`src/rtl/lmc_pkg.sv`:
```
`default_nettype none

package lmc_pkg;

    // default sizes of the frame store and the element
    localparam int MAX_COLUMNS_DEF   = 1024;
    localparam int MAX_ROWS_DEF      = 1024;
    localparam int ELEMENT_WIDTH_DEF = 16;

    // fixed field widths
    localparam int CFG_WIDTH   = 11;
    localparam int TOTAL_WIDTH = 19;
    localparam int FOUND_WIDTH = 3;

    // position of the element being taken in, as seen by the decision logic
    typedef struct packed {
        logic row_ge1;
        logic row_ge2;
        logic col_ge1;
        logic col_ge2;
        logic row_last;
        logic col_last;
    } lmc_pos_t;

    // decision for one element, registered in the cycle after its transaction
    typedef struct packed {
        logic                   valid;
        logic                   last;
        logic [FOUND_WIDTH-1:0] found;
    } lmc_res_t;

endpackage

`default_nettype wire

```
`src/rtl/lmc_window.sv`:
```
`default_nettype none

module lmc_window
    import lmc_pkg::*;
#(
    parameter int ELEMENT_WIDTH = ELEMENT_WIDTH_DEF
) (
    input  wire logic                            clk,
    input  wire logic                            rst_n,
    input  wire logic                            take,
    input  wire logic signed [ELEMENT_WIDTH-1:0] element,
    input  wire logic signed [ELEMENT_WIDTH-1:0] upper,
    input  wire logic signed [ELEMENT_WIDTH-1:0] middle,
    input  wire lmc_pos_t                        pos,
    output lmc_res_t                             res
);

    logic signed [ELEMENT_WIDTH-1:0] win_reg [3][3];
    lmc_pos_t                        pos_reg;
    logic                            valid_reg;
    logic                            hit_a;
    logic                            hit_b;
    logic                            hit_c;
    logic                            hit_d;

    // centre below every neighbour on the sides that exist
    function automatic logic is_min(input int cr, input int cc, input logic top,
                                    input logic left, input logic right,
                                    input logic bottom);
        logic ok;
        int   r;
        int   k;
        ok = 1'b1;
        for (int dr = -1; dr <= 1; dr++)
        begin
            for (int dc = -1; dc <= 1; dc++)
            begin
                r = cr + dr;
                k = cc + dc;
                if (!(dr == 0 && dc == 0) && (dr >= 0 || top) && (dr <= 0 || bottom)
                    && (dc >= 0 || left) && (dc <= 0 || right)
                    && r >= 0 && r <= 2 && k >= 0 && k <= 2)
                begin
                    if (!(win_reg[cr[1:0]][cc[1:0]] < win_reg[r[1:0]][k[1:0]]))
                    begin
                        ok = 1'b0;
                    end
                end
            end
        end
        return ok;
    endfunction

    // window shift and position capture on each input transaction
    always_ff @(posedge clk or negedge rst_n)
    begin
        if (!rst_n)
        begin
            valid_reg <= 1'b0;
            pos_reg   <= '0;
            for (int i = 0; i < 3; i++)
            begin
                for (int j = 0; j < 3; j++)
                begin
                    win_reg[i][j] <= '0;
                end
            end
        end
        else
        begin
            valid_reg <= take;
            if (take)
            begin
                pos_reg <= pos;
                for (int i = 0; i < 3; i++)
                begin
                    win_reg[i][0] <= win_reg[i][1];
                    win_reg[i][1] <= win_reg[i][2];
                end
                win_reg[0][2] <= upper;
                win_reg[1][2] <= middle;
                win_reg[2][2] <= element;
            end
        end
    end

    // up to four cells become decidable with one element
    always_comb
    begin
        hit_a = pos_reg.row_ge1 && pos_reg.col_ge1
                && is_min(1, 1, pos_reg.row_ge2, pos_reg.col_ge2, 1'b1, 1'b1);
        hit_b = pos_reg.row_ge1 && pos_reg.col_last
                && is_min(1, 2, pos_reg.row_ge2, 1'b1, 1'b0, 1'b1);
        hit_c = pos_reg.row_last && pos_reg.col_ge1
                && is_min(2, 1, 1'b1, pos_reg.col_ge2, 1'b1, 1'b0);
        hit_d = pos_reg.row_last && pos_reg.col_last
                && is_min(2, 2, 1'b1, 1'b1, 1'b0, 1'b0);
        res.valid = valid_reg;
        res.last  = pos_reg.row_last && pos_reg.col_last;
        res.found = {{(FOUND_WIDTH-1){1'b0}}, hit_a} + {{(FOUND_WIDTH-1){1'b0}}, hit_b}
                  + {{(FOUND_WIDTH-1){1'b0}}, hit_c} + {{(FOUND_WIDTH-1){1'b0}}, hit_d};
    end

endmodule

`default_nettype wire

```
`config.mk`:
```
export PLATFORM = sky130hd
export DESIGN_NAME = lmc_window
export DESIGN_NICKNAME = d
export VERILOG_FILES = /design/src/rtl/lmc_pkg.sv /design/src/rtl/lmc_window.sv
export SDC_FILE = /design/constraint.sdc
export NUM_CORES = 1
export LEC_CHECK = 0
export BUFFER_PORTS_ARGS = -buffer_cell sky130_fd_sc_hd__buf_4
export CAP_MARGIN = 20
export CORE_MARGIN = 8
export CORE_UTILIZATION = 49
export CTS_CLUSTER_DIAMETER = 150
export DETAILED_ROUTE_END_ITERATION = 12
export PLACE_DENSITY = 0.68
export SYNTH_ARGS = -nofsm -noshare
export SYNTH_HDL_FRONTEND = slang
export SYNTH_SLANG_ARGS = --single-unit
```
`constraint.sdc`:
```
create_clock -name clk -period 9.9 [get_ports clk]
set_input_delay 1.98 -clock clk [delete_from_list [all_inputs] [get_ports clk]]
set_output_delay 1.98 -clock clk [all_outputs]
set_load 0.02 [all_outputs]
```
==> reports/qor.csv <==
stage,metric,value,unit
floorplan,num ports,62,
synth,fraction of the mapped netlist area in adder cells,26.8,%
finish,Final Util,56.1,%
hold_path,hold path depth,2,
placed_design,input/output buffers,61,
synth,sequential area share after synthesis,34.5,%
synth,Synth Area in Compound Gates,16.3,%
global_routing,Total GRT Usage,21.6,%
finish,Area growth syn-to-layout,12.1,%
clock_network,TritonCTS clock tree,built,
hold_path,worst min path class,reg -> reg,
clock_network,CTS sink count,151,
synth,largest family of logic cells by synthesized area,adder cells,
worst_setup_path,Crit. End Element,output port,
finish,register area,3780,um^2
detailed_routing,drt wl/cell,18.3,um
run,number of max-cap violations,0,
synth,number of synthesized flops with an enable pin,0,
synth,Ys Warns,0,
pwr,Psw,0.746,mW
worst_setup_path,worst-path fanout max,8,
synth,"Top FF cell, synth",dfrtp_1,
floorplan,die footprint,27400,um^2
synth,post-synthesis mux area share,3.37,%
detailed_routing,met3 WL,798,um
placed_design,pre-CTS WS,4.19,ns
synth,Mapped Nets,1488,
worst_setup_path,FF-to-FF setup slack,8.88,ns
sta,fin. max-slew vios,0,
sta,Clock Skew,0.00833,ns
detailed_routing,routed vias/inst,5.55,
placed_design,Detailed Place HPWL,21800,um
finish,# diodes,0,
worst_setup_path,origin of the critical flop-to-flop path,win_reg[76]$_DFFE_PN0P_,
detailed_routing,Highest Signal Layer,met4,
sta,crit path time final,6.20,ns
sta,relative slew slack,37.9,%
detailed_routing,routed length on met2,13300,um
worst_setup_path,CP Launch Type,flop,
sta,final setup margin,3.70,ns
pwr,pwr dens,169,nW/um^2
hold_path,Hold Path Sink,win_reg[25]$_DFFE_PN0P_,
sta,FMAX,161,MHz
clock_network,clock input transition at the sequential cells of the worst setup and hold paths,0.07,ns
pwr,internal power,1.33,mW
outcome,outcome,finished clean,
clock_network,root buf cell,clkbuf_16,
sta,Final Hold Fails,0,
finish,multi-input logic area,6530,um^2
synth,simple-gate share of the synthesized area,13.1,%
worst_setup_path,worst reg2reg path depth,2,
clock_network,Clock Tree Buf Depth,2,
synth,"Avg Cell Area, Syn",9.15,um^2
pwr,VDD IR max,110,uV
sta,Final setup viols,0,
clock_network,postcts setup bufs,0,
hold_path,Min-Delay Startpoint,win_reg[9]$_DFFE_PN0P_,
worst_setup_path,CP Class,reg -> out,
synth,Synth Instances,1197,
detailed_routing,first-pass iteration count of the detailed router,5,
sta,worst-margin pin slew,0.932,ns
clock_network,hold bufs inserted after CTS,0,
detailed_routing,DRT iter0 DRCs,504,
worst_setup_path,Worst R2R End,win_reg[76]$_DFFE_PN0P_,
sta,RSZ-0062 raised after global routing,false,
floorplan,Initial Util,50.1,%
detailed_routing,Antenna Nets Post-Route,0,
synth,post-synthesis register bit count,151,
floorplan,Core Area,21900,um^2
pwr,Clock Power Share,32.9,%
finish,max reg flops,144,
detailed_routing,DR DRC count,0,
synth,Async SR Flop Fraction,100,%
pwr,switching share of power,35.8,%
placed_design,dpl cells,1511,
global_routing,vias in the first global route,8495,
clock_network,Worst-Skew Late Latency,0.44,ns
synth,Netlist Area Pre-Place,11000,um^2
finish,fin nets,1541,
synth,Yosys cell types,59,
synth,XOR/XNOR share of the synthesized area,0,%
finish,share of cells above drive strength 1,10.3,%
clock_network,CTS resizes,0,
sta,Final period util,62.6,%
detailed_routing,via count,8560,
clock_network,total CTS buffers,17,
placed_design,Post-DP Area,11700,um^2
floorplan,die span in x,166,um
worst_setup_path,critical path data required time,7.92,ns
global_routing,first-pass GRT wire length,46000,um
detailed_routing,Metal-1 WL,13400,um
global_routing,GRT Residual Overflow,0,
placed_design,RePlAce Congestion,0.876,
finish,Fill cells,2058,
pwr,Flop pwr share,37.0,%
finish,design area,12300,um^2
detailed_routing,final WL,28200,um
floorplan,Die Ht,166,um
finish,Final Instance Count excl. Fillers,1543,
sta,setup TNS,0,ns
floorplan,number of placement rows,54,
global_routing,initial antenna violation count,0,
worst_setup_path,Arrival @ worst endpoint,4.22,ns
clock_network,H-tree depth,4,
global_routing,largest net degree at the start of global routing,101,
pwr,Combinational Power Share,30.0,%
pwr,LEAKAGE,6.12,nW
stage by stage:
stage / hold WS, ns / total power, mW
floorplan: 0.450 / 1.19
global placement: 0.455 / 1.38
detailed placement: 0.470 / 1.40
CTS: 0.483 / 2.09
global route: 0.498 / 2.23
finish: 0.479 / 2.08
per-layer routing:
metal	track usage, %	vias to the layer above
met5	0	-
met4	6.98	0
met3	2.60	47
met2	34.8	141
met1	29.6	4006
li1	-	4366
cell usage after synthesis (4+ instances only):
master,instances,area share [%]
a2111oi_0,7,0.56
a211oi_1,16,1.1
a21o_1,20,1.4
a21oi_1,53,2.4
a221oi_1,4,0.32
a31oi_1,5,0.29
and3_1,11,0.63
clkbuf_1,28,0.96
dfrtp_1,151,34
ha_1,233,27
inv_1,140,4.8
mux2_2,28,2.9
nand2_1,162,5.5
nand2b_1,8,0.46
nand3_1,21,0.96
nand4_1,25,1.4
nor2_1,31,1.1
nor2b_1,13,0.74
nor3_1,9,0.41
o2111ai_1,4,0.32
o211ai_1,7,0.48
o21a_1,4,0.27
o21ai_0,148,6.8
o21ai_1,6,0.27
o21bai_1,6,0.41
o31ai_1,4,0.27
critical path: stages, from the launching register on:
cell and delay (ns):
dfrtp_1 0.57, inv_1 0.15, ha_1 0.32, nand2_1 0.07, nor3_1 0.39, a21oi_1 0.12
a31oi_1 0.24, mux2_2 0.38, nor2b_1 0.13, and4_1 0.19, ha_1 0.27, inv_1 0.04
fa_1 0.42, inv_1 0.09, ha_1 0.23, buf_4 0.16
cells by family (layout without fill, tap and decap cells):
| logic type | Yosys count | after routing |
|---|---|---|
| AO/OA/AOI/OAI | 303 | 303 |
| flip-flops | 151 | 151 |
| multiplexers | 33 | 33 |
| AND/OR/NAND/NOR | 305 | 305 |
| adder cells (fa/ha/maj) | 234 | 234 |
| buffers and inverters | 171 | 237 |
area by class of cell:
cell class | instances | area share, %
Clock inverter | 15 | 1.45
Clock buffer | 17 | 3.46
Tap cell | 280 | 2.85
Multi-Input combinational cell | 875 | 53.2
Timing Repair Buffer | 65 | 4.03
Sequential cell | 151 | 30.8
Inverter | 140 | 4.28
power groups by stage:
stage / logic, mW / registers [mW] / clock network [mW]
after detailed placement: 0.614 / 0.781 / 0
after global routing: 0.723 / 0.780 / 0.723
final: 0.625 / 0.770 / 0.685
after global placement: 0.600 / 0.779 / 0
after CTS: 0.623 / 0.770 / 0.693
after floorplan: 0.441 / 0.746 / 0
cell usage in the layout (no fill, tap or decap), drive strengths merged, types with 5 or more instances in the layout:
cell     Yosys  final
o21bai       6      6
nor3         9      9
a21o        20     20
o211ai       7      7
dfrtp      151    151
a21oi       53     53
nor2        32     32
nand2b       8      8
o21ai      154    154
nand4       26     26
clkbuf      28     17
nand2      162    162
a31oi        5      5
inv        140    151
nor2b       13     13
buf          3     65
a2111oi      7      7
ha         233    233
nand3       22     22
mux2        31     31
a211oi      16     16
and3        11     11
worst max path at each step:
stage          slack, ns     end  cells past startpoint                    start
6_report            3.70  res[1]                     15  win_reg[77]$_DFFE_PN0P_
4_1_cts             3.71  res[1]                     15  win_reg[77]$_DFFE_PN0P_
3_5_place_dp        4.19  res[1]                     15  win_reg[77]$_DFFE_PN0P_
3_3_place_gp        4.23  res[1]                     15  win_reg[79]$_DFFE_PN0P_
2_1_floorplan       4.81  res[1]                     13  win_reg[73]$_DFFE_PN0P_
5_1_grt             3.47  res[1]                     15  win_reg[76]$_DFFE_PN0P_
No activity file was read; power rests on OpenSTA's default activity.
